<file path="src/sv/channel_message_deframer_assert.svh">
// Assertion macros shared by the channel message deframer RTL
`ifndef CHANNEL_MESSAGE_DEFRAMER_ASSERT_SVH
`define CHANNEL_MESSAGE_DEFRAMER_ASSERT_SVH

// Consequent must hold in the same cycle as the antecedent
`define CMDF_ASSERT_SAME(label, clk, rst_n, ante, cons, msg) \
    label: assert property (@(posedge clk) disable iff (!rst_n) (ante) |-> (cons)) \
        else $error(msg);

// Consequent must hold in the cycle after the antecedent
`define CMDF_ASSERT_NEXT(label, clk, rst_n, ante, cons, msg) \
    label: assert property (@(posedge clk) disable iff (!rst_n) (ante) |=> (cons)) \
        else $error(msg);

`endif

</file>
<file path="src/sv/cmdf_pkg.sv">
// Types, constants and register codes of the channel message deframer
package cmdf_pkg;

    localparam int CHANNELS_DEF = 8;
    localparam int BUF_SIZE_DEF = 512;
    localparam int CHANNELS_MAX = 16;
    localparam int ID_SHIFT     = 4;
    localparam int ID_MASK      = 112;
    localparam int Q_DEPTH      = 2;

    localparam logic [7:0] NEWLINE = 8'd10;

    localparam logic [7:0] ERASE_CMD_RST    = 8'd8;
    localparam logic [7:0] KILL_CMD_RST     = 8'd21;
    localparam logic [7:0] FACE_CMD_RST     = 8'd0;
    localparam logic [8:0] FACE_LEN_RST     = 9'd1;
    localparam logic [7:0] IGNORE_CMD_RST   = 8'd0;
    localparam logic [2:0] HOST_CHANNEL_RST = 3'd0;

    typedef enum logic [2:0] {
        CFG_ERASE_CMD    = 3'd0,
        CFG_KILL_CMD     = 3'd1,
        CFG_FACE_CMD     = 3'd2,
        CFG_FACE_LEN     = 3'd3,
        CFG_IGNORE_CMD   = 3'd4,
        CFG_HOST_CHANNEL = 3'd5
    } t_cfg_idx;

    typedef logic [$clog2(CHANNELS_MAX)-1:0] t_chan;

    typedef struct packed {
        logic [7:0] erase_cmd;
        logic [7:0] kill_cmd;
        logic [7:0] face_cmd;
        logic [8:0] face_len;
        logic [7:0] ignore_cmd;
        logic [2:0] host_channel;
    } t_cfg;

    // Classified input word as it travels through the queue
    typedef struct packed {
        logic       func;
        logic [7:0] rx_byte;
        logic [2:0] release_channel;
        logic       is_newline;
        t_chan      id_chan;
    } t_item;

    typedef struct packed {
        logic       accepted;
        logic       wr_en;
        logic [2:0] wr_channel;
        logic [8:0] wr_index;
        logic [7:0] wr_byte;
        logic       done_res;
        logic [2:0] done_channel;
        logic [7:0] done_cmd;
        logic [8:0] done_len;
        logic       dropped;
    } t_result;

endpackage

</file>
<file path="src/sv/cmdf_front.sv">
// Front stage: accept input words, decode newline and channel id, feed the queue
module cmdf_front #(
    parameter int CHANNELS = cmdf_pkg::CHANNELS_DEF
) (
    input  logic            i_clk,
    input  logic            i_rst_n,
    input  logic            i_in_valid,
    output logic            o_in_ready,
    input  logic            i_func,
    input  logic [7:0]      i_rx_byte,
    input  logic [2:0]      i_release_channel,
    input  logic            i_q_full,
    output logic            o_push,
    output cmdf_pkg::t_item o_item
);

    localparam logic [7:0] MASK = 8'(cmdf_pkg::ID_MASK);

    logic            r_vld;
    cmdf_pkg::t_item r_item;
    cmdf_pkg::t_item n_item;
    logic [7:0]      id_raw;

    always_comb begin
        id_raw                 = (i_rx_byte & MASK) >> cmdf_pkg::ID_SHIFT;
        n_item.func            = i_func;
        n_item.rx_byte         = i_rx_byte;
        n_item.release_channel = i_release_channel;
        n_item.is_newline      = (i_rx_byte == cmdf_pkg::NEWLINE);
        // out-of-range id falls back to channel 0
        n_item.id_chan         = (32'(id_raw) < CHANNELS) ? cmdf_pkg::t_chan'(id_raw) : '0;
    end

    assign o_push     = r_vld && !i_q_full;
    assign o_in_ready = !r_vld || !i_q_full;
    assign o_item     = r_item;

    always_ff @(posedge i_clk) begin
        if (!i_rst_n) begin
            r_vld <= 1'b0;
        end else if (i_in_valid && o_in_ready) begin
            r_vld <= 1'b1;
        end else if (o_push) begin
            r_vld <= 1'b0;
        end
    end

    always_ff @(posedge i_clk) begin
        if (i_in_valid && o_in_ready) begin
            r_item <= n_item;
        end
    end

endmodule

</file>
<file path="src/sv/cmdf_queue.sv">
// Short queue between the front stage and the message engine
module cmdf_queue (
    input  logic            i_clk,
    input  logic            i_rst_n,
    input  logic            i_push,
    input  cmdf_pkg::t_item i_data,
    output logic            o_full,
    input  logic            i_pop,
    output logic            o_valid,
    output cmdf_pkg::t_item o_data
);

    localparam int AW = (cmdf_pkg::Q_DEPTH > 1) ? $clog2(cmdf_pkg::Q_DEPTH) : 1;
    localparam int CNTW = $clog2(cmdf_pkg::Q_DEPTH + 1);
    localparam logic [CNTW-1:0] FULL_CNT = CNTW'(cmdf_pkg::Q_DEPTH);
    localparam logic [AW-1:0]   LAST_PTR = AW'(cmdf_pkg::Q_DEPTH - 1);

    cmdf_pkg::t_item r_mem [cmdf_pkg::Q_DEPTH];
    logic [AW-1:0]   r_wptr;
    logic [AW-1:0]   r_rptr;
    logic [CNTW-1:0] r_cnt;

    assign o_full  = (r_cnt == FULL_CNT);
    assign o_valid = (r_cnt != '0);
    assign o_data  = r_mem[r_rptr];

    always_ff @(posedge i_clk) begin
        if (!i_rst_n) begin
            r_wptr <= '0;
            r_rptr <= '0;
            r_cnt  <= '0;
        end else begin
            if (i_push) begin
                r_wptr <= (r_wptr == LAST_PTR) ? '0 : r_wptr + 1'b1;
            end
            if (i_pop) begin
                r_rptr <= (r_rptr == LAST_PTR) ? '0 : r_rptr + 1'b1;
            end
            if (i_push && !i_pop) begin
                r_cnt <= r_cnt + 1'b1;
            end else if (i_pop && !i_push) begin
                r_cnt <= r_cnt - 1'b1;
            end
        end
    end

    always_ff @(posedge i_clk) begin
        if (i_push) begin
            r_mem[r_wptr] <= i_data;
        end
    end

endmodule

</file>
<file path="src/sv/cmdf_back.sv">
// Message engine: per-word channel state update and registered result
module cmdf_back #(
    parameter int CHANNELS = cmdf_pkg::CHANNELS_DEF,
    parameter int BUF_SIZE = cmdf_pkg::BUF_SIZE_DEF
) (
    input  logic              i_clk,
    input  logic              i_rst_n,
    input  cmdf_pkg::t_cfg    i_cfg,
    input  logic              i_q_valid,
    input  cmdf_pkg::t_item   i_item,
    output logic              o_pop,
    output logic              o_out_valid,
    input  logic              i_out_ready,
    output cmdf_pkg::t_result o_res
);

    localparam int CW = $clog2(CHANNELS);
    localparam int IW = $clog2(BUF_SIZE - 2);
    localparam int WAIT_LIM_I = (2 * CHANNELS > 31) ? 31 : 2 * CHANNELS;
    localparam logic [4:0]    WAIT_LIM = 5'(WAIT_LIM_I);
    localparam logic [IW-1:0] OVF_IDX  = IW'(BUF_SIZE - 3);

    logic                r_in_msg,  n_in_msg;
    logic                r_started, n_started;
    logic                r_counted, n_counted;
    logic [CW-1:0]       r_cur_ch,  n_cur_ch;
    logic [7:0]          r_cur_cmd, n_cur_cmd;
    logic [8:0]          r_rem,     n_rem;
    logic [IW-1:0]       r_widx,    n_widx;
    logic [CHANNELS-1:0] r_full,    n_full;
    logic [4:0]          r_wait,    n_wait;
    logic                r_ovld;
    cmdf_pkg::t_result   r_res,     n_res;

    logic          take;
    logic [CW-1:0] host_ch;
    logic [CW-1:0] id_ch;

    // {counted, remaining} for a freshly set up buffer
    function automatic logic [9:0] f_mode(input logic [7:0] cmd, input cmdf_pkg::t_cfg cfg);
        logic [9:0] m;
        m = '0;
        if (cmd == cfg.erase_cmd || cmd == cfg.kill_cmd) begin
            m = {1'b1, 9'd1};
        end else if (cmd == cfg.face_cmd && cfg.face_len != 9'd0) begin
            m = {1'b1, cfg.face_len};
        end
        return m;
    endfunction

    assign take        = i_q_valid && (!r_ovld || i_out_ready);
    assign o_pop       = take;
    assign o_out_valid = r_ovld;
    assign o_res       = r_res;
    assign host_ch     = (32'(i_cfg.host_channel) < CHANNELS) ? CW'(i_cfg.host_channel) : '0;
    assign id_ch       = CW'(i_item.id_chan);

    always_comb begin
        logic          go;
        logic [CW-1:0] ch;
        logic [7:0]    cmd;
        logic          st;
        logic          cnt_m;
        logic [8:0]    rem;
        logic [IW-1:0] idx;
        logic [IW-1:0] idx_inc;

        n_in_msg  = r_in_msg;
        n_started = r_started;
        n_counted = r_counted;
        n_cur_ch  = r_cur_ch;
        n_cur_cmd = r_cur_cmd;
        n_rem     = r_rem;
        n_widx    = r_widx;
        n_full    = r_full;
        n_wait    = r_wait;
        n_res     = '0;
        go        = 1'b1;
        ch        = r_cur_ch;
        cmd       = r_cur_cmd;
        st        = r_started;
        cnt_m     = r_counted;
        rem       = r_rem;
        idx       = r_widx;
        idx_inc   = r_widx + 1'b1;

        if (i_item.func) begin
            // release a channel buffer
            n_res.accepted = 1'b1;
            if (32'(i_item.release_channel) < CHANNELS) begin
                n_full[CW'(i_item.release_channel)] = 1'b0;
            end
        end else if (!r_in_msg) begin
            n_res.accepted = 1'b1;
            if (!i_item.is_newline) begin
                n_cur_cmd = i_item.rx_byte;
                n_cur_ch  = id_ch;
                n_in_msg  = 1'b1;
                n_started = 1'b0;
                n_wait    = '0;
                if (!r_full[id_ch]) begin
                    n_started              = 1'b1;
                    n_widx                 = '0;
                    {n_counted, n_rem}     = f_mode(i_item.rx_byte, i_cfg);
                end
            end
        end else begin
            if (r_full[r_cur_ch]) begin
                if (r_wait >= WAIT_LIM) begin
                    // waited too long: redirect to the host channel
                    ch            = host_ch;
                    cmd           = i_cfg.ignore_cmd;
                    st            = 1'b0;
                    n_res.dropped = 1'b1;
                end else begin
                    n_wait = r_wait + 1'b1;
                    go     = 1'b0;
                end
            end
            if (go) begin
                n_wait         = '0;
                n_res.accepted = 1'b1;
                if (!st) begin
                    idx          = '0;
                    {cnt_m, rem} = f_mode(cmd, i_cfg);
                end
                idx_inc   = idx + 1'b1;
                n_cur_ch  = ch;
                n_cur_cmd = cmd;
                n_counted = cnt_m;
                n_rem     = rem;
                n_widx    = idx;
                if (!cnt_m && i_item.is_newline) begin
                    n_full[ch]         = 1'b1;
                    n_res.done_res     = 1'b1;
                    n_res.done_channel = 3'(ch);
                    n_res.done_cmd     = cmd;
                    n_res.done_len     = 9'(idx);
                    n_in_msg           = 1'b0;
                    n_started          = 1'b0;
                end else begin
                    n_res.wr_en      = 1'b1;
                    n_res.wr_channel = 3'(ch);
                    n_res.wr_index   = 9'(idx);
                    n_res.wr_byte    = i_item.rx_byte;
                    n_widx           = idx_inc;
                    if (cnt_m && rem == 9'd1) begin
                        n_full[ch]         = 1'b1;
                        n_res.done_res     = 1'b1;
                        n_res.done_channel = 3'(ch);
                        n_res.done_cmd     = cmd;
                        n_res.done_len     = 9'(idx_inc);
                        n_in_msg           = 1'b0;
                        n_started          = 1'b0;
                        n_counted          = 1'b0;
                        n_rem              = '0;
                    end else begin
                        n_started = 1'b1;
                        if (cnt_m) begin
                            n_rem = rem - 1'b1;
                        end
                        if (idx_inc >= OVF_IDX) begin
                            // overflow: continue on the host channel from the start
                            n_res.dropped = 1'b1;
                            n_cur_ch      = host_ch;
                            n_cur_cmd     = i_cfg.ignore_cmd;
                            n_widx        = '0;
                        end
                    end
                end
            end
        end
    end

    always_ff @(posedge i_clk) begin
        if (!i_rst_n) begin
            r_in_msg  <= 1'b0;
            r_started <= 1'b0;
            r_counted <= 1'b0;
            r_cur_ch  <= '0;
            r_cur_cmd <= '0;
            r_rem     <= '0;
            r_widx    <= '0;
            r_full    <= '0;
            r_wait    <= '0;
            r_ovld    <= 1'b0;
        end else begin
            if (take) begin
                r_in_msg  <= n_in_msg;
                r_started <= n_started;
                r_counted <= n_counted;
                r_cur_ch  <= n_cur_ch;
                r_cur_cmd <= n_cur_cmd;
                r_rem     <= n_rem;
                r_widx    <= n_widx;
                r_full    <= n_full;
                r_wait    <= n_wait;
                r_ovld    <= 1'b1;
            end else if (i_out_ready) begin
                r_ovld <= 1'b0;
            end
        end
    end

    always_ff @(posedge i_clk) begin
        if (take) begin
            r_res <= n_res;
        end
    end

endmodule

</file>
<file path="src/sv/channel_message_deframer.sv">
// Channel message deframer top level: config registers, front stage, queue, message engine.
// Path: front register, queue entry, then the engine's registered result word.
// Throughput: one word per cycle while the output is ready; the engine updates state per word.
// A two-entry queue decouples the front stage from the engine and the output register.
// Synchronous active-low reset clears all message state and loads register defaults.
`include "channel_message_deframer_assert.svh"

module channel_message_deframer #(
    parameter int CHANNELS = cmdf_pkg::CHANNELS_DEF,
    parameter int BUF_SIZE = cmdf_pkg::BUF_SIZE_DEF
) (
    input  logic       i_clk,
    input  logic       i_rst_n,
    input  logic       i_cfg_wr_en,
    input  logic [2:0] i_cfg_index,
    input  logic [8:0] i_cfg_data,
    input  logic       i_in_valid,
    output logic       o_in_ready,
    input  logic       i_func,
    input  logic [7:0] i_rx_byte,
    input  logic [2:0] i_release_channel,
    output logic       o_out_valid,
    input  logic       i_out_ready,
    output logic       o_accepted,
    output logic       o_wr_en,
    output logic [2:0] o_wr_channel,
    output logic [8:0] o_wr_index,
    output logic [7:0] o_wr_byte,
    output logic       o_done_res,
    output logic [2:0] o_done_channel,
    output logic [7:0] o_done_cmd,
    output logic [8:0] o_done_len,
    output logic       o_dropped
);

    cmdf_pkg::t_cfg    r_cfg;
    cmdf_pkg::t_item   front_item;
    cmdf_pkg::t_item   q_item;
    cmdf_pkg::t_result res;
    logic              q_push;
    logic              q_full;
    logic              q_valid;
    logic              q_pop;
    logic              held_word;
    logic              held_side;
    logic              last_write;
    logic              len_ok;

    always_ff @(posedge i_clk) begin
        if (!i_rst_n) begin
            r_cfg.erase_cmd    <= cmdf_pkg::ERASE_CMD_RST;
            r_cfg.kill_cmd     <= cmdf_pkg::KILL_CMD_RST;
            r_cfg.face_cmd     <= cmdf_pkg::FACE_CMD_RST;
            r_cfg.face_len     <= cmdf_pkg::FACE_LEN_RST;
            r_cfg.ignore_cmd   <= cmdf_pkg::IGNORE_CMD_RST;
            r_cfg.host_channel <= cmdf_pkg::HOST_CHANNEL_RST;
        end else if (i_cfg_wr_en) begin
            case (i_cfg_index)
                cmdf_pkg::CFG_ERASE_CMD:    r_cfg.erase_cmd    <= i_cfg_data[7:0];
                cmdf_pkg::CFG_KILL_CMD:     r_cfg.kill_cmd     <= i_cfg_data[7:0];
                cmdf_pkg::CFG_FACE_CMD:     r_cfg.face_cmd     <= i_cfg_data[7:0];
                cmdf_pkg::CFG_FACE_LEN:     r_cfg.face_len     <= i_cfg_data;
                cmdf_pkg::CFG_IGNORE_CMD:   r_cfg.ignore_cmd   <= i_cfg_data[7:0];
                cmdf_pkg::CFG_HOST_CHANNEL: r_cfg.host_channel <= i_cfg_data[2:0];
                default: begin
                end
            endcase
        end
    end

    cmdf_front #(
        .CHANNELS (CHANNELS)
    ) u_front (
        .i_clk             (i_clk),
        .i_rst_n           (i_rst_n),
        .i_in_valid        (i_in_valid),
        .o_in_ready        (o_in_ready),
        .i_func            (i_func),
        .i_rx_byte         (i_rx_byte),
        .i_release_channel (i_release_channel),
        .i_q_full          (q_full),
        .o_push            (q_push),
        .o_item            (front_item)
    );

    cmdf_queue u_queue (
        .i_clk   (i_clk),
        .i_rst_n (i_rst_n),
        .i_push  (q_push),
        .i_data  (front_item),
        .o_full  (q_full),
        .i_pop   (q_pop),
        .o_valid (q_valid),
        .o_data  (q_item)
    );

    cmdf_back #(
        .CHANNELS (CHANNELS),
        .BUF_SIZE (BUF_SIZE)
    ) u_back (
        .i_clk       (i_clk),
        .i_rst_n     (i_rst_n),
        .i_cfg       (r_cfg),
        .i_q_valid   (q_valid),
        .i_item      (q_item),
        .o_pop       (q_pop),
        .o_out_valid (o_out_valid),
        .i_out_ready (i_out_ready),
        .o_res       (res)
    );

    assign o_accepted     = res.accepted;
    assign o_wr_en        = res.wr_en;
    assign o_wr_channel   = res.wr_channel;
    assign o_wr_index     = res.wr_index;
    assign o_wr_byte      = res.wr_byte;
    assign o_done_res     = res.done_res;
    assign o_done_channel = res.done_channel;
    assign o_done_cmd     = res.done_cmd;
    assign o_done_len     = res.done_len;
    assign o_dropped      = res.dropped;

    assign held_word  = o_out_valid && !o_accepted;
    assign held_side  = o_wr_en || o_done_res || o_dropped;
    assign last_write = o_out_valid && o_wr_en && o_done_res;
    assign len_ok     = (o_done_len == 9'(o_wr_index + 9'd1));

    `CMDF_ASSERT_SAME(a_held_clean, i_clk, i_rst_n, held_word, !held_side, "held word not clean")
    `CMDF_ASSERT_SAME(a_done_len, i_clk, i_rst_n, last_write, len_ok, "done length off")
    `CMDF_ASSERT_SAME(a_pop_needs_entry, i_clk, i_rst_n, q_pop, q_valid, "pop from empty queue")
    `CMDF_ASSERT_NEXT(a_push_fills_queue, i_clk, i_rst_n, q_push, q_valid, "empty after push")

endmodule

</file>
<file path="config.mk">
export PLATFORM = sky130hd
export DESIGN_NAME = channel_message_deframer
export DESIGN_NICKNAME = d
export VERILOG_FILES = /design/src/sv/cmdf_pkg.sv /design/src/sv/cmdf_front.sv /design/src/sv/cmdf_queue.sv /design/src/sv/cmdf_back.sv /design/src/sv/channel_message_deframer.sv
export VERILOG_INCLUDE_DIRS = /design/src /design/src/sv
export SDC_FILE = /design/constraint.sdc
export NUM_CORES = 1
export LEC_CHECK = 0
export BUFFER_PORTS_ARGS = -buffer_cell sky130_fd_sc_hd__buf_2
export CAP_MARGIN = 15
export CORE_UTILIZATION = 61
export CTS_CLUSTER_DIAMETER = 150
export DETAILED_ROUTE_END_ITERATION = 16
export GPL_TIMING_DRIVEN = 1
export PLACE_DENSITY = 0.89
export SETUP_SLACK_MARGIN = 0.5
export SLEW_MARGIN = 25
export SYNTH_ARGS = -nofsm -noshare
export SYNTH_HDL_FRONTEND = slang
export SYNTH_SLANG_ARGS = --single-unit
</file>
<file path="constraint.sdc">
create_clock -name i_clk -period 9.94 [get_ports i_clk]
set_input_delay 1.491 -clock i_clk [delete_from_list [all_inputs] [get_ports i_clk]]
set_output_delay 1.491 -clock i_clk [all_outputs]
set_load 0.05 [all_outputs]
</file>
* Yosys cells after proc, flatten, opt, wreduce, memory -nomap -nowiden
Memories as Yosys holds them, arrays and structs flattened. A register that Yosys moved wholly into a read port is not among the register bits. Cells that the tools add are included.
Cells by class: $add $sub $neg 7, magnitude comparators 9, equal/unequal tests 19, mux-type cells 111, bitwise gates (word level) 6, reduce and logical (&&, ||, !) cells 44
Operators with widths (number):
- $mux W9 | 22
- $mux W8 | 15
- $mux W21 | 3
- $eq A8 B8 Y1 | 6
- $mux W1 | 45
- $mux W44 | 1
- $mux W10 | 4
- $mux W3 | 10
- $mux W5 | 5
- $lt A3 B4 Y1 const B | 5
- $reduce_and A2 Y1 | 7
- $reduce_bool A2 Y1 | 6
- $logic_and A1 B1 Y1 | 11
- $reduce_and A5 Y1 | 2
- $add A9 B1 Y9 const B | 1
- $eq A9 B1 Y1 const B | 1
- $ge A9 B9 Y1 const B | 1
- $reduce_bool A9 Y1 | 1
- $sub A9 B1 Y9 const B | 1
- $and A8 B8 Y8 | 1
- $eq A8 B4 Y1 const B | 1
- $not A8 Y8 | 1
- $or A8 B8 Y8 | 1
- $reduce_and A4 Y1 | 2
- other kinds (24) | 43
Word-level totals: bits in registers 156, memory bits (writable) 34, bits of input ports 29, output and inout port bits 46, word-level logic and storage cells 233, memories 1
Memories:
- u_queue.r_mem | depth 2, width 17, read ports 1, clocked after Yosys merged registers in 1, write ports 1, RTL line cmdf_queue.sv:18 | cmdf_pkg::t_item r_mem [cmdf_pkg::Q_DEPTH];

* Depth between registers and ports, before layout
Gate-level depths: netlist of the first run.
word-level depth 20, mapped depth 21, gate-level depth less buffers 15

* Cells and area by module
A second synthesis of the first run with hierarchy kept.
Unflattened totals: cells, all modules 1015, area, all modules 9900.7 sq um
By module, submodules not included:
- cmdf_back | instances 1, cells an instance 751, area an instance 6287.3 sq um, seq. area each 2242.2 sq um
- channel_message_deframer | instances 1, cells an instance 162, area an instance 1672.9 sq um, seq. area each 880.8 sq um
- cmdf_queue | instances 1, cells an instance 75, area an instance 1446.4 sq um, seq. area each 1121.1 sq um
- cmdf_front | instances 1, cells an instance 27, area an instance 494.2 sq um, seq. area each 410.4 sq um

* Least setup slack after synthesis of the first run
OpenSTA, ideal clock, no wires.
path type input to register, start point input i_out_ready, end point register u_back.r_widx[4], library setup time 0.074 ns, arrival time 5.533 ns, required time 9.866 ns, setup slack 4.333 ns, cell stages on the path 8, path buffers 0, cells stage by stage nor2b_1 -> nor2_1 -> o211ai_1 -> nand2b_1 -> nor2_1 -> nand2_1 -> or3_1 -> a31oi_1
Between the ends: cells in the longest elaborated chain, start to end 3
Ends and longest elaborated chain:
- start: declaration | RTL line channel_message_deframer.sv:23 | input logic i_out_ready,
- $logic_or A1 B1 Y1 | RTL line cmdf_back.sv:51 | assign take = i_q_valid && (!r_ovld || i_out_ready);
- $logic_and A1 B1 Y1 | RTL line cmdf_back.sv:51
- via q_pop | RTL line channel_message_deframer.sv:43 | logic q_pop;
- $reduce_and A5 Y1 (no source line)
- end signal: assignment | RTL line cmdf_back.sv:195 | r_widx <= n_widx;
- end: declaration | RTL line cmdf_back.sv:29 | logic [IW-1:0] r_widx, n_widx;
The timed path passes the listed nets, and every way through them passes these cells. A chain may end at the register's enable or synchronous reset.

* Worst setup path in the final report of the first run
start point register u_back.r_cur_ch[0], end point register u_back.r_res, in the netlist u_back.o_res[7] (data pin)
Between the ends: cells in the longest elaborated chain, start to end 17, elaborated cells on any way between the ends 39, classes of those cells add/sub (1); eq/ne (4); mux (27); bitwise (1); reduce/logical (6)
Ends and longest elaborated chain:
- start: declaration | RTL line cmdf_back.sv:26 | logic [CW-1:0] r_cur_ch, n_cur_ch;
- start signal: assignment | RTL line cmdf_back.sv:192 | r_cur_ch <= n_cur_ch;
- $bmux W1 S3 (*) | RTL line cmdf_back.sv:108 | if (r_full[r_cur_ch]) begin
- $mux W1 (not written as such) (*) | RTL line cmdf_back.sv:108
- $mux W8 | RTL line cmdf_back.sv:108
- $mux W8 | RTL line cmdf_back.sv:93 | end else if (!r_in_msg) begin
- $mux W8 | RTL line cmdf_back.sv:87 | if (i_item.func) begin
- $eq A8 B8 Y1 | RTL line cmdf_back.sv:45 | end else if (cmd == cfg.face_cmd && cfg.face_len != 9'd0) begin
- $logic_and A1 B1 Y1 | RTL line cmdf_back.sv:45
- $mux W10 | RTL line cmdf_back.sv:45
- $mux W10 | RTL line cmdf_back.sv:43 | if (cmd == cfg.erase_cmd || cmd == cfg.kill_cmd) begin
- $mux W9 | RTL line cmdf_back.sv:123 | if (!st) begin
- $mux W9 | RTL line cmdf_back.sv:120 | if (go) begin
- $mux W9 | RTL line cmdf_back.sv:93
- $mux W9 | RTL line cmdf_back.sv:87
- $eq A9 B1 Y1 | RTL line cmdf_back.sv:147 | if (cnt_m && rem == 9'd1) begin
- $logic_and A1 B1 Y1 | RTL line cmdf_back.sv:147
- $mux W21 | RTL line cmdf_back.sv:147
- $mux W21 | RTL line cmdf_back.sv:133 | if (!cnt_m && i_item.is_newline) begin
- end signal: assignment | RTL line cmdf_back.sv:207 | r_res <= n_res;
- end: declaration | RTL line cmdf_back.sv:33 | cmdf_pkg::t_result r_res, n_res;
Mark *: on every way between the ends. The rest lies on a longest branch, timed or not. The select of a mux whose other input is x is not followed.

==> insert_results.sql, run 1 <==
INSERT INTO impl_metrics (metric_group, metric, value, unit) VALUES
('status', 'run_status', 'complete, no violations', ''),
('logic_synthesis', 'yosysTopAreaCellShare', '27.4', '%'),
('cells_and_area', 'num_antenna_cells', '0', ''),
('logic_synthesis', 'async_flop_share', '0', '%'),
('min_path', 'holdCritStartpoint', 'u_front.o_item[7]$_DFFE_PP_', ''),
('floorplanning', 'initial_core_util', '62.5', '%'),
('cts', 'cts_buffer_depth', '2', ''),
('cells_and_area', 'stdcell_count', '1202', ''),
('routing', 'viasPerCell', '6.39', ''),
('critical_path', 'regToRegStartpoint', 'u_back.r_cur_ch[0]$_SDFFE_PN0P_', ''),
('floorplanning', 'die-area', '15400', 'µm²'),
('critical_path', 'reg2regPathDepth', '15', ''),
('critical_path', 'cp_slowest_cell', 'sky130_fd_sc_hd__nor3_2', ''),
('power', 'combinationalPowerShare', '36.8', '%'),
('critical_path', 'worst_setup_path_startpoint', 'u_back.r_cur_ch[0]$_SDFFE_PN0P_', ''),
('global_routing', 'grt_remaining_overflow', '0', ''),
('power', 'power-per-cell-area', '267', 'nW/µm²'),
('placement', 'detailed_place.area', '9540', 'µm²'),
('logic_synthesis', 'average_cell_area_after_synthesis', '9.58', 'µm²'),
('cts', 'clk-insertion-delay-late', '0.45', 'ns'),
('sta', 'timing.slew.headroom', '30.5', '%'),
('critical_path', 'startpoint_type', 'register', ''),
('cts', 'cts_tree', 'built', ''),
('cts', 'post-cts-setup-buffers', '0', ''),
('routing', 'detail_route.drc_violations', '0', ''),
('sta', 'timing.hold.ws', '0.447', 'ns'),
('global_routing', 'grtUsageMet2', '53.8', '%'),
('global_routing', 'grt.met1_usage', '42.0', '%'),
('floorplanning', 'design.portCount', '75', ''),
('power', 'ir_worst_vdd', '0.143', 'mV'),
('logic_synthesis', 'yosys_warnings', '0', ''),
('global_routing', 'groute.layer.met3.usage', '6.64', '%'),
('power', 'clock_power_share', '27.3', '%'),
('min_path', 'worstHoldPathType', 'reg2reg', ''),
('cells_and_area', 'finalCoreUtilization', '70.1', '%'),
('sta', 'max_slew.worst_pin.slew', '1.04', 'ns'),
('logic_synthesis', 'synthDominantAreaCellType', 'sky130_fd_sc_hd__edfxtp_1', ''),
('cells_and_area', 'fraction_of_final_layout_cells_with_drive_strength_greater_than_1', '14.4', '%'),
('global_routing', 'grt_start_max_net_pins', '53', ''),
('logic_synthesis', 'mappedNetlistNets', '984', ''),
('critical_path', 'cp_cell_sequence', 'mux2_2 > o22a_1 > nand3_4 > mux2_4 > a211o_1 > a2111oi_4 > nor3b_1 > buf_4 > a21boi_0 > ha_1 > nand3_1 > nor3_2 > or2_2 > nand2b_1 > a211oi_1', ''),
('sta', 'clock_skew', '0.00820', 'ns'),
('power', 'leakagePower', '3.77', 'nW'),
('placement', 'dp_worst_setup_slack', '4.31', 'ns'),
('power', 'power.switching_fraction', '40.7', '%'),
('cells_and_area', 'num-fill-cells', '1105', ''),
('sta', 'rsz0062_at_grt', 'false', ''),
('cts', 'cts-htree-levels', '4', ''),
('global_routing', 'globalRoute.busiestLayer', 'met2', ''),
('routing', 'first_iter_violations', '862', ''),
('cells_and_area', 'layout.nets', '1041', ''),
('cts', 'clkSinkCount', '179', ''),
('sta', 'setup_violations', '0', ''),
('logic_synthesis', 'post_synth_num_cell_types', '74', ''),
('placement', 'hpwl_detailed', '16.9', 'mm'),
('cts', 'clk_pin_slew', '0.07', 'ns'),
('cts', 'cts_buffers', '17', ''),
('global_routing', 'grt_antenna_before_repair', '0', ''),
('critical_path', 'slowest_delay', '0.73', 'ns'),
('critical_path', 'setup.reg_to_reg.worst_slack', '4.24', 'ns'),
('cells_and_area', 'register_area', '4410', 'µm²'),
('critical_path', 'crit_required', '10.21', 'ns'),
('cells_and_area', 'multi_input_area', '4330', 'µm²'),
('logic_synthesis', 'synth.yosys.seq_area_share', '48.6', '%'),
('power', 'pwr-share-seq', '35.9', '%'),
('critical_path', 'crit_fanout', '22', ''),
('global_routing', 'vias_in_the_first_global_route', '7160', ''),
('logic_synthesis', 'ranking_of_synthesized_cells_by_area', 'sky130_fd_sc_hd__edfxtp_1 27%, sky130_fd_sc_hd__dfxtp_1 21%, sky130_fd_sc_hd__nand2_1 5.0%', ''),
('floorplanning', 'floorplan.die.width', '124', 'µm'),
('placement', 'globalplace.congestion', '0.970', ''),
('logic_synthesis', 'synth-edff-count', '83', '');
## placed cells by master (no fill, tap or decap), drive strengths merged, types with 27 or more instances in the layout
| cell type | synthesis | routed |
|---|---|---|
| a21oi | 68 | 68 |
| buf | 12 | 83 |
| dfxtp | 96 | 96 |
| edfxtp | 83 | 83 |
| inv | 35 | 42 |
| mux2i | 45 | 45 |
| nand2 | 121 | 121 |
| nor2 | 93 | 93 |
| o21ai | 37 | 37 |
| xnor2 | 27 | 27 |
## critical path, delay by kind of cell (launching register included)
| family | cells | cell delay, ns |
|---|---|---|
| buffers and inverters | 1 | 0.20 |
| AO/OA/AOI/OAI | 5 | 1.87 |
| adder cells (fa/ha/maj) | 1 | 0.20 |
| flip-flops | 1 | 0.50 |
| AND/OR/NAND/NOR | 6 | 2.03 |
| multiplexers | 2 | 0.74 |
## layer usage
| metal | vias up | share of wire, % |
|---|---|---|
| met4 | 0 | 2.9 |
| met3 | 67 | 9.2 |
| met1 | 3640 | 41 |
| met5 | - | 0 |
| li1 | 3550 | - |
| met2 | 425 | 47 |
## area by class of cell
class | count | share of cell area [%]
flip-flops and latches | 179 | 43.3
multi-input cells | 689 | 42.5
repair buffers | 83 | 4.30
clock buffers | 17 | 4.17
well taps | 184 | 2.26
clock inverters | 15 | 2.15
inverters | 35 | 1.29
## cells by family (layout without fill, tap and decap cells)
| group | Yosys count | in the layout | synth area share [%] |
|---|---|---|---|
| buf+inv | 80 | 150 | 3.79 |
| xor+xnor | 49 | 49 | 4.73 |
| simple gates | 354 | 354 | 18.8 |
| flops | 179 | 179 | 48.6 |
| mux | 54 | 54 | 6.41 |
| fa+ha+maj | 7 | 7 | 0.965 |
| compound gates | 225 | 225 | 16.7 |
## worst paths after layout
path	to
max reg2reg	u_back.o_res[7]$_SDFFCE_PP0P_
min reg2reg	u_queue.r_mem[0][6]$_DFFE_PP_
max	u_back.o_res[7]$_SDFFCE_PP0P_
min	u_queue.r_mem[0][6]$_DFFE_PP_
## power groups by stage
stage                     clock network [mW]  registers [mW]  logic (mW)
final                                  0.744           0.979        1.00
after global routing                   0.772           0.994        1.07
after CTS                              0.743           0.979       0.988
after detailed placement                   0           0.993       0.981
after global placement                     0           0.986       0.960
after floorplan                            0            1.18       0.574
## state kept, by name, indices dropped and copies added (netlist names), 2 cells and up, named ones only
name              flops
u_back.r_cur_cmd      8
u_front.o_item       13
u_back.r_rem          9
u_back.r_widx         9
r_cfg                44
u_back.r_cur_ch       3
u_queue.r_cnt         2
u_back.r_full         8
u_queue.r_mem        26
u_back.o_res         44
u_back.r_wait         5
Note: power is estimated with default switching activity, not from simulation.
==> inputs of run 2 (changes only) <==
--- a/config.mk
+++ b/config.mk
@@ -6,13 +6,14 @@
 export SDC_FILE = /design/constraint.sdc
 export NUM_CORES = 1
 export LEC_CHECK = 0
+export ABC_AREA = 1
 export BUFFER_PORTS_ARGS = -buffer_cell sky130_fd_sc_hd__buf_2
 export CAP_MARGIN = 15
-export CORE_UTILIZATION = 61
+export CORE_UTILIZATION = 60
 export CTS_CLUSTER_DIAMETER = 150
 export DETAILED_ROUTE_END_ITERATION = 16
 export GPL_TIMING_DRIVEN = 1
-export PLACE_DENSITY = 0.89
+export PLACE_DENSITY = 0.88
 export SETUP_SLACK_MARGIN = 0.5
 export SLEW_MARGIN = 25
 export SYNTH_ARGS = -nofsm -noshare
==> constraint.sdc (replaced) <==
create_clock -name i_clk -period 6 [get_ports i_clk]
set_input_delay 0.9 -clock i_clk [delete_from_list [all_inputs] [get_ports i_clk]]
set_output_delay 0.9 -clock i_clk [all_outputs]
set_load 0.05 [all_outputs]
==> insert_results.sql, run 2 <==
INSERT INTO impl_metrics (metric_group, metric, value, unit) VALUES
('cells_and_area', 'multi_input_area', '4080', 'µm²'),
('logic_synthesis', 'average_cell_area_after_synthesis', '7.81', 'µm²'),
('cells_and_area', 'layout_commonest_cell', 'sky130_fd_sc_hd__nand2_1', ''),
('cells_and_area', 'fraction_of_final_layout_cells_with_drive_strength_greater_than_1', '14.3', '%'),
('floorplanning', 'die-area', '16000', 'µm²'),
('critical_path', 'worst-endpoint-arrival', '4.92', 'ns'),
('sta', 'final_max_slew_viol_count', '0', ''),
('floorplanning', 'design.core.area', '15100', 'µm²'),
('logic_synthesis', 'synth.yosys.seq_area_share', '47.6', '%'),
('logic_synthesis', 'ranking_of_synthesized_cells_by_area', 'sky130_fd_sc_hd__edfxtp_1 27%, sky130_fd_sc_hd__dfxtp_1 21%, sky130_fd_sc_hd__nand2_1 9.0%', ''),
('floorplanning', 'die_h', '126', 'µm'),
('power', 'power-per-cell-area', '552', 'nW/µm²'),
('power', 'ir_worst_vdd', '0.368', 'mV'),
('floorplanning', 'floorplan.die.width', '126', 'µm'),
('cells_and_area', 'num_antenna_cells', '0', ''),
('global_routing', 'grt_start_max_net_pins', '76', ''),
('logic_synthesis', 'async_flop_share', '0', '%'),
('sta', 'period_share', '79.3', '%'),
('cts', 'clk-insertion-delay-late', '0.44', 'ns'),
('logic_synthesis', 'synthDominantAreaCellType', 'sky130_fd_sc_hd__edfxtp_1', ''),
('logic_synthesis', 'yosys_register_bits', '179', ''),
('cells_and_area', 'num-fill-cells', '1201', ''),
('cts', 'cts_buffer_depth', '2', ''),
('critical_path', 'worst-setup-path-type', 'reg2reg', ''),
('logic_synthesis', 'yosys_warnings', '0', ''),
('critical_path', 'slowest_delay', '0.68', 'ns'),
('routing', 'viasPerCell', '5.87', ''),
('cells_and_area', 'finalCoreUtilization', '68.0', '%'),
('cells_and_area', 'layout.nets', '1280', ''),
('routing', 'vias', '8485', ''),
('routing', 'first_iter_violations', '1012', ''),
('sta', 'max_slew.worst_pin.slew', '0.928', 'ns'),
('routing', 'route.antenna.remaining_nets', '0', ''),
('routing', 'drtPass1Iterations', '8', ''),
('power', 'leakagePower', '4.16', 'nW'),
('logic_synthesis', 'post_synth_num_cell_types', '47', ''),
('critical_path', 'cell_type_with_the_highest_occurrence_count_on_the_critical_path', 'sky130_fd_sc_hd__nand2_1', ''),
('logic_synthesis', 'mappedNetlistNets', '1224', ''),
('run', 'drv.max_cap_violation_count', '0', ''),
('cts', 'cts_buffers', '17', ''),
('sta', 'clock_skew', '0.0124', 'ns'),
('critical_path', 'setup.reg_to_reg.worst_slack', '1.24', 'ns'),
('global_routing', 'grt_antenna_before_repair', '0', ''),
('routing', 'wl_per_cell', '17.0', 'µm'),
('logic_synthesis', 'synth_cells', '1188', ''),
('cells_and_area', 'register_area', '4410', 'µm²'),
('cts', 'cts_resized', '0', ''),
('logic_synthesis', 'netlist_top_cells_count', '223 x sky130_fd_sc_hd__nand2_1, 148 x sky130_fd_sc_hd__inv_1, 126 x sky130_fd_sc_hd__nor2_1', ''),
('cells_and_area', 'final_cell_mix', '223 x sky130_fd_sc_hd__nand2_1, 148 x sky130_fd_sc_hd__inv_1, 124 x sky130_fd_sc_hd__nor2_1, 105 x sky130_fd_sc_hd__a21oi_1, 97 x sky130_fd_sc_hd__o21ai_0', ''),
('critical_path', 'critPathTopFamily', 'simple AND/OR/NAND/NOR gates', ''),
('critical_path', 'r2r-end', 'u_back.o_res[18]$_SDFFCE_PP0P_', ''),
('critical_path', 'cp.buffers_inverters', '4', ''),
('global_routing', 'global_route.usage.total', '31.6', '%'),
('min_path', 'worstHoldPathType', 'reg2reg', ''),
('floorplanning', 'initial_core_util', '61.2', '%'),
('critical_path', 'crit_required', '6.16', 'ns'),
('cts', 'cts-htree-levels', '4', ''),
('routing', 'detail_route.drc_violations', '0', ''),
('critical_path', 'end_kind', 'register', ''),
('sta', 'tns', '0', 'ns'),
('status', 'run_status', 'complete, no violations', ''),
('global_routing', 'vias_in_the_first_global_route', '7970', ''),
('critical_path', 'startpoint_type', 'register', ''),
('critical_path', 'regToRegStartpoint', 'u_back.r_cur_ch[0]$_SDFFE_PN0P_', ''),
('floorplanning', 'design.portCount', '75', ''),
('critical_path', 'cp_slowest_cell', 'sky130_fd_sc_hd__or2_1', ''),
('cts', 'postCtsHoldBufs', '0', ''),
('logic_synthesis', 'yosysTopAreaCellShare', '26.9', '%'),
('sta', 'finalWorstPathRequiredPeriod', '4.76', 'ns'),
('placement', 'placement.io_buffers', '74', ''),
('routing', 'drt_wl_total', '24.5', 'mm'),
('cts', 'clockRootBuffer', 'sky130_fd_sc_hd__clkbuf_16', ''),
('placement', 'globalplace.congestion', '0.953', ''),
('placement', 'hpwl_detailed', '17.1', 'mm'),
('sta', 'max_freq', '210', 'MHz'),
('cts', 'clk_pin_slew', '0.07', 'ns'),
('critical_path', 'cp_cell_sequence', 'inv_2 > nand2_1 > nand3_1 > nand3_2 > nand2_2 > nand2_1 > nand2_1 > nand2_1 > nand3_1 > nor2_1 > nand2_1 > nand2_4 > nor2_1 > inv_1 > o21ai_1 > inv_1 > ha_1 > nand3_1 > nor2_2 > nand3_4 > inv_2 > nor2_1 > or2_1 > nor2_1', ''),
('cts', 'cts_tree', 'built', ''),
('logic_synthesis', 'synth_top_flop_cell', 'sky130_fd_sc_hd__dfxtp_1', ''),
('sta', 'setup_violations', '0', ''),
('cts', 'clkSinkCount', '179', ''),
('critical_path', 'critical_path_depth', '24', ''),
('critical_path', 'timing.critical_path.to', 'u_back.o_res[18]$_SDFFCE_PP0P_', ''),
('global_routing', 'grt_first_pass_wirelength', '39.2', 'mm'),
('global_routing', 'grt_remaining_overflow', '0', ''),
('floorplanning', 'rows', '45', ''),
('critical_path', 'worst_setup_path_startpoint', 'u_back.r_cur_ch[0]$_SDFFE_PN0P_', ''),
('critical_path', 'reg2regPathDepth', '24', ''),
('sta', 'final-hold-violation-count', '0', ''),
('logic_synthesis', 'yosys.cell_count.top_type', 'sky130_fd_sc_hd__nand2_1', ''),
('power', 'p_total', '5.68', 'mW'),
('cts', 'post-cts-setup-buffers', '0', ''),
('sta', 'rsz0062_at_grt', 'false', ''),
('logic_synthesis', 'mappedNetlistArea', '9280', 'µm²'),
('logic_synthesis', 'synth-edff-count', '83', ''),
('cells_and_area', 'synthToLayoutAreaGrowth', '11.0', '%'),
('sta', 'timing.slew.headroom', '38.1', '%'),
('critical_path', 'crit_fanout', '19', '');
-- run 2: cell types whose count changed after synthesis, moves of 14 or more --
cell and delta:
sky130_fd_sc_hd__inv_1 +114, sky130_fd_sc_hd__nand2_1 +102, sky130_fd_sc_hd__o21ai_0 +62, sky130_fd_sc_hd__nand3_1 +51, sky130_fd_sc_hd__mux2i_1 -43, sky130_fd_sc_hd__a21oi_1 +38
sky130_fd_sc_hd__nor2_1 +33, sky130_fd_sc_hd__xnor2_1 -26, sky130_fd_sc_hd__nand4_1 +20, sky130_fd_sc_hd__nor2_2 +18, sky130_fd_sc_hd__and3_1 -14
-- run 2: area by class of cell --
class	count	share of cell area (%)
inverter	161	5.87
sequential	179	42.9
tap	188	2.28
timing repair buffer	78	3.89
clock buffer	18	4.17
multi-input combinational	807	39.6
clock inverter	14	1.30
-- run 2: metrics by stage --
step	hold slack (ns)	cells	setup WS [ns]	instance area (µm²)
floorplan	0.421	1188	2.72	9280
global placement	0.423	1413	1.49	9730
detailed placement	0.431	1413	1.39	9730
CTS	0.449	1445	1.33	10300
global route	0.455	1445	0.911	10300
finish	0.449	1445	1.24	10300
-- run 2: worst register-to-register path, stage by stage, from the launching register on --
cell                      delay (ns)
sky130_fd_sc_hd__dfxtp_1        0.37
sky130_fd_sc_hd__inv_2          0.11
sky130_fd_sc_hd__nand2_1        0.07
sky130_fd_sc_hd__nand3_1        0.08
sky130_fd_sc_hd__nand3_2        0.27
sky130_fd_sc_hd__nand2_2        0.38
sky130_fd_sc_hd__nand2_1        0.17
sky130_fd_sc_hd__nand2_1        0.22
sky130_fd_sc_hd__nand2_1        0.09
sky130_fd_sc_hd__nand3_1        0.10
sky130_fd_sc_hd__nor2_1         0.05
sky130_fd_sc_hd__nand2_1        0.10
sky130_fd_sc_hd__nand2_4        0.11
sky130_fd_sc_hd__nor2_1         0.27
sky130_fd_sc_hd__inv_1          0.08
sky130_fd_sc_hd__o21ai_1        0.29
sky130_fd_sc_hd__inv_1          0.08
sky130_fd_sc_hd__ha_1           0.18
sky130_fd_sc_hd__nand3_1        0.09
sky130_fd_sc_hd__nor2_2         0.06
sky130_fd_sc_hd__nand3_4        0.22
sky130_fd_sc_hd__inv_2          0.13
sky130_fd_sc_hd__nor2_1         0.18
sky130_fd_sc_hd__or2_1          0.68
sky130_fd_sc_hd__nor2_1         0.10
-- run 2: kinds of logic (layout without fill, tap and decap cells) --
| logic type | Yosys count | after routing | share of synthesized area, % |
|---|---|---|---|
| AO/OA/AOI/OAI | 243 | 243 | 13.9 |
| XOR/XNOR | 26 | 26 | 2.45 |
| adder cells (fa/ha/maj) | 7 | 7 | 0.944 |
| buffers and inverters | 202 | 271 | 8.65 |
| flip-flops | 179 | 179 | 47.6 |
| multiplexers | 2 | 2 | 0.216 |
| AND/OR/NAND/NOR | 529 | 529 | 26.3 |
-- run 2: how the worst min path moves through the flow --
| stage | start | end | slack, ns | depth (start not counted) |
|---|---|---|---|---|
| floorplan | u_front.o_item[11]$_DFFE_PP_ | u_queue.r_mem[0][10]$_DFFE_PP_ | 0.42 | 0 |
| global placement | u_front.o_item[15]$_DFFE_PP_ | u_queue.r_mem[1][14]$_DFFE_PP_ | 0.42 | 0 |
| detailed placement | u_front.o_item[9]$_DFFE_PP_ | u_queue.r_mem[0][8]$_DFFE_PP_ | 0.43 | 0 |
| CTS | u_front.o_item[9]$_DFFE_PP_ | u_queue.r_mem[0][8]$_DFFE_PP_ | 0.45 | 0 |
| global route | u_front.o_item[9]$_DFFE_PP_ | u_queue.r_mem[0][8]$_DFFE_PP_ | 0.45 | 0 |
| finish | u_front.o_item[9]$_DFFE_PP_ | u_queue.r_mem[0][8]$_DFFE_PP_ | 0.45 | 0 |
-- run 2: power by group --
part	total, mW	switching (mW)	leakage (nW)	internal, mW
Combinational	2.89	2.21	2.30	0.683
Sequential	1.71	0.135	1.58	1.58
Clock	1.08	0.527	0.272	0.550
Total	5.68	2.87	4.16	2.81
-- run 2: layer usage --
layer	routed length, µm	share of wire [%]	track usage (%)
met1	10300	42	40.8
met2	11600	47	52.5
met3	1770	7.2	5.44
met4	830	3.4	14.2
met5	0	0	0
==> inputs of run 3 (changes only) <==
--- a/config.mk
+++ b/config.mk
@@ -9,11 +9,11 @@
 export ABC_AREA = 1
 export BUFFER_PORTS_ARGS = -buffer_cell sky130_fd_sc_hd__buf_2
 export CAP_MARGIN = 15
-export CORE_UTILIZATION = 60
+export CORE_UTILIZATION = 55
 export CTS_CLUSTER_DIAMETER = 150
 export DETAILED_ROUTE_END_ITERATION = 16
 export GPL_TIMING_DRIVEN = 1
-export PLACE_DENSITY = 0.88
+export PLACE_DENSITY = 0.85
 export SETUP_SLACK_MARGIN = 0.5
 export SLEW_MARGIN = 25
 export SYNTH_ARGS = -nofsm -noshare
==> constraint.sdc (replaced) <==
create_clock -name i_clk -period 4.1 [get_ports i_clk]
set_input_delay 0.615 -clock i_clk [delete_from_list [all_inputs] [get_ports i_clk]]
set_output_delay 0.615 -clock i_clk [all_outputs]
set_load 0.05 [all_outputs]
==> insert_results.sql, run 3 (synthesized netlist as in run 2, its figures left out) <==
INSERT INTO impl_metrics (metric_group, metric, value, unit) VALUES
('status', 'run_status', 'complete, no violations', ''),
('floorplanning', 'floorplan.die.width', '132', 'µm'),
('floorplanning', 'design.portCount', '75', ''),
('sta', 'final_max_slew_viol_count', '0', ''),
('cells_and_area', 'num-fill-cells', '1355', ''),
('sta', 'rsz0062_at_grt', 'false', ''),
('sta', 'clock_skew', '0.0123', 'ns'),
('power', 'ir_worst_vdd', '0.562', 'mV'),
('power', 'internal_power', '4.60', 'mW'),
('power', 'power_switching', '4.38', 'mW'),
('routing', 'detail_route.drc_violations', '0', ''),
('placement', 'placement.io_buffers', '74', ''),
('cts', 'cts-htree-levels', '4', ''),
('floorplanning', 'design.core.area', '16500', 'µm²'),
('cts', 'cts_tree', 'built', ''),
('cts', 'cts_buffer_depth', '2', ''),
('placement', 'globalplace.congestion', '1.04', ''),
('cts', 'clk_pin_slew', '0.07', 'ns'),
('sta', 'period_share', '84.4', '%'),
('critical_path', 'end_kind', 'register', ''),
('cells_and_area', 'fin_area', '10800', 'µm²'),
('critical_path', 'worst_setup_path_startpoint', 'u_back.r_cur_ch[0]$_SDFFE_PN0P_', ''),
('routing', 'wl_per_cell', '16.9', 'µm'),
('global_routing', 'groute.layer.met3.usage', '6.34', '%'),
('cts', 'clockRootBuffer', 'sky130_fd_sc_hd__clkbuf_16', ''),
('cells_and_area', 'final_cell_mix', '217 x sky130_fd_sc_hd__nand2_1, 147 x sky130_fd_sc_hd__inv_1, 120 x sky130_fd_sc_hd__nor2_1, 104 x sky130_fd_sc_hd__a21oi_1, 97 x sky130_fd_sc_hd__o21ai_0', ''),
('cells_and_area', 'fraction_of_final_layout_cells_with_drive_strength_greater_than_1', '17.5', '%'),
('floorplanning', 'die_h', '132', 'µm'),
('critical_path', 'timing.critical_path.to', 'u_back.o_res[12]$_SDFFCE_PP0P_', ''),
('power', 'clock_power_share', '19.0', '%'),
('sta', 'max_slew.worst_pin.slew', '1.01', 'ns'),
('cells_and_area', 'layout_commonest_cell', 'sky130_fd_sc_hd__nand2_1', ''),
('global_routing', 'globalRoute.busiestLayer', 'met2', ''),
('global_routing', 'grt_remaining_overflow', '0', ''),
('global_routing', 'grt_start_max_net_pins', '75', ''),
('power', 'combinationalPowerShare', '53.2', '%'),
('floorplanning', 'rows', '47', ''),
('cells_and_area', 'register_area', '4420', 'µm²'),
('critical_path', 'regToRegStartpoint', 'u_back.r_cur_ch[0]$_SDFFE_PN0P_', ''),
('cts', 'clk-insertion-delay-late', '0.45', 'ns'),
('sta', 'setup_violations', '0', ''),
('sta', 'final-hold-violation-count', '0', ''),
('floorplanning', 'initial_core_util', '56.1', '%'),
('global_routing', 'grt.met1_usage', '35.3', '%'),
('critical_path', 'setup.reg_to_reg.worst_slack', '0.64', 'ns'),
('routing', 'drtPass1Iterations', '6', ''),
('global_routing', 'grt_first_pass_wirelength', '39.5', 'mm'),
('routing', 'first_iter_violations', '940', ''),
('global_routing', 'grt_antenna_before_repair', '0', ''),
('cells_and_area', 'layout.nets', '1304', ''),
('routing', 'viasPerCell', '5.69', ''),
('cells_and_area', 'multi_input_area', '4250', 'µm²'),
('critical_path', 'crit_fanout', '11', ''),
('routing', 'vias', '8541', ''),
('critical_path', 'r2r-end', 'u_back.o_res[12]$_SDFFCE_PP0P_', ''),
('critical_path', 'crit_required', '4.38', 'ns'),
('power', 'pwr-share-seq', '27.7', '%'),
('sta', 'max_freq', '289', 'MHz'),
('global_routing', 'vias_in_the_first_global_route', '8067', ''),
('min_path', 'worstHoldPathType', 'in2reg', ''),
('run', 'drv.max_cap_violation_count', '0', ''),
('placement', 'detailed_place.area', '9900', 'µm²'),
('placement', 'hpwl_detailed', '17.7', 'mm'),
('cts', 'postCtsHoldBufs', '0', ''),
('critical_path', 'startpoint_type', 'register', ''),
('cells_and_area', 'num_antenna_cells', '0', ''),
('cells_and_area', 'synthToLayoutAreaGrowth', '16.3', '%'),
('routing', 'drt_wl_total', '25.4', 'mm'),
('global_routing', 'grtUsageMet2', '48.8', '%'),
('critical_path', 'worst-endpoint-arrival', '3.74', 'ns'),
('global_routing', 'global_route.usage.total', '29.2', '%'),
('power', 'power-per-cell-area', '832', 'nW/µm²'),
('sta', 'tns', '0', 'ns'),
('cts', 'cts_buffers', '17', ''),
('critical_path', 'worst-setup-path-type', 'reg2reg', ''),
('sta', 'finalWorstPathRequiredPeriod', '3.46', 'ns'),
('cts', 'clkSinkCount', '179', ''),
('critical_path', 'reg2regPathDepth', '22', ''),
('power', 'leakagePower', '4.34', 'nW'),
('sta', 'timing.slew.headroom', '32.1', '%'),
('floorplanning', 'die-area', '17400', 'µm²'),
('routing', 'route.antenna.remaining_nets', '0', ''),
('power', 'power.switching_fraction', '48.7', '%');
## run 3: worst min path at each step
stage,cells past startpoint,start,slack [ns],to
after floorplan,0,u_front.o_item[11]$_DFFE_PP_,0.42,u_queue.r_mem[0][10]$_DFFE_PP_
after global placement,0,u_front.o_item[0]$_DFFE_PP_,0.42,u_queue.r_mem[0][11]$_DFFE_PP_
after detailed placement,0,u_front.o_item[8]$_DFFE_PP_,0.43,u_queue.r_mem[1][7]$_DFFE_PP_
after CTS,1,i_release_channel[0],0.32,u_front.o_item[5]$_DFFE_PP_
after global routing,1,i_func,0.33,u_front.o_item[16]$_DFFE_PP_
final,1,i_release_channel[2],0.34,u_front.o_item[7]$_DFFE_PP_
## run 3: layer usage
| metal | share of wire (%) | routed length, µm |
|---|---|---|
| met5 | 0 | 0 |
| met4 | 4.1 | 1030 |
| met3 | 8.1 | 2060 |
| met2 | 48 | 12100 |
| met1 | 40 | 10200 |
## run 3: power by group through the flow
stage / Clock [mW] / Combinational (mW) / Sequential [mW]
floorplan: 0 / 2.50 / 3.22
global placement: 0 / 4.17 / 2.51
detailed placement: 0 / 4.21 / 2.52
CTS: 1.71 / 4.32 / 2.48
global route: 1.78 / 5.11 / 2.52
finish: 1.71 / 4.78 / 2.49
## run 3: stage by stage
step / power, mW / cells / hold WS (ns) / worst slack (ns) / util, %
2_1_floorplan: 5.73 / 1188 / 0.421 / 0.819 / -
3_3_place_gp: 6.68 / 1461 / 0.422 / 0.338 / 59.9
3_5_place_dp: 6.73 / 1461 / 0.430 / 0.348 / 59.9
4_1_cts: 8.52 / 1493 / 0.325 / 0.520 / 63.8
5_1_grt: 9.42 / 1501 / 0.328 / 0.482 / 65.3
6_report: 8.98 / 1501 / 0.340 / 0.640 / 65.3
## run 3: worst max-delay path, stage by stage (launching register included)
cell                       delay [ns]
sky130_fd_sc_hd__dfxtp_2         0.38
sky130_fd_sc_hd__inv_2           0.07
sky130_fd_sc_hd__nand2_1         0.07
sky130_fd_sc_hd__nand3_1         0.11
sky130_fd_sc_hd__nand3_4         0.16
sky130_fd_sc_hd__buf_12          0.16
sky130_fd_sc_hd__nand3b_1        0.18
sky130_fd_sc_hd__nand3_1         0.14
sky130_fd_sc_hd__nand3_1         0.17
sky130_fd_sc_hd__nor2_4          0.24
sky130_fd_sc_hd__nand3_4         0.13
sky130_fd_sc_hd__nor2_2          0.11
sky130_fd_sc_hd__o21ai_2         0.07
sky130_fd_sc_hd__inv_1           0.05
sky130_fd_sc_hd__ha_1            0.13
sky130_fd_sc_hd__nand3_1         0.08
sky130_fd_sc_hd__nor2_2          0.15
sky130_fd_sc_hd__nand3_4         0.10
sky130_fd_sc_hd__inv_2           0.12
sky130_fd_sc_hd__nor2_1          0.08
sky130_fd_sc_hd__or2_4           0.28
sky130_fd_sc_hd__buf_12          0.16
sky130_fd_sc_hd__nor2_2          0.15
## run 3: repair_timing
action,4_1_cts,5_1_grt
setup endpoints to repair,47,73
pin swaps,0,7
gates resized for setup,10,40
gates cloned,0,2
buffers inserted,0,6
## run 3: area by class of cell
| class | count | area share, % |
|---|---|---|
| inverters | 161 | 5.67 |
| well taps | 220 | 2.55 |
| multi-input cells | 808 | 39.4 |
| clock buffers | 19 | 4.01 |
| clock inverters | 13 | 1.62 |
| flip-flops and latches | 179 | 41.0 |
| repair buffers | 101 | 5.76 |
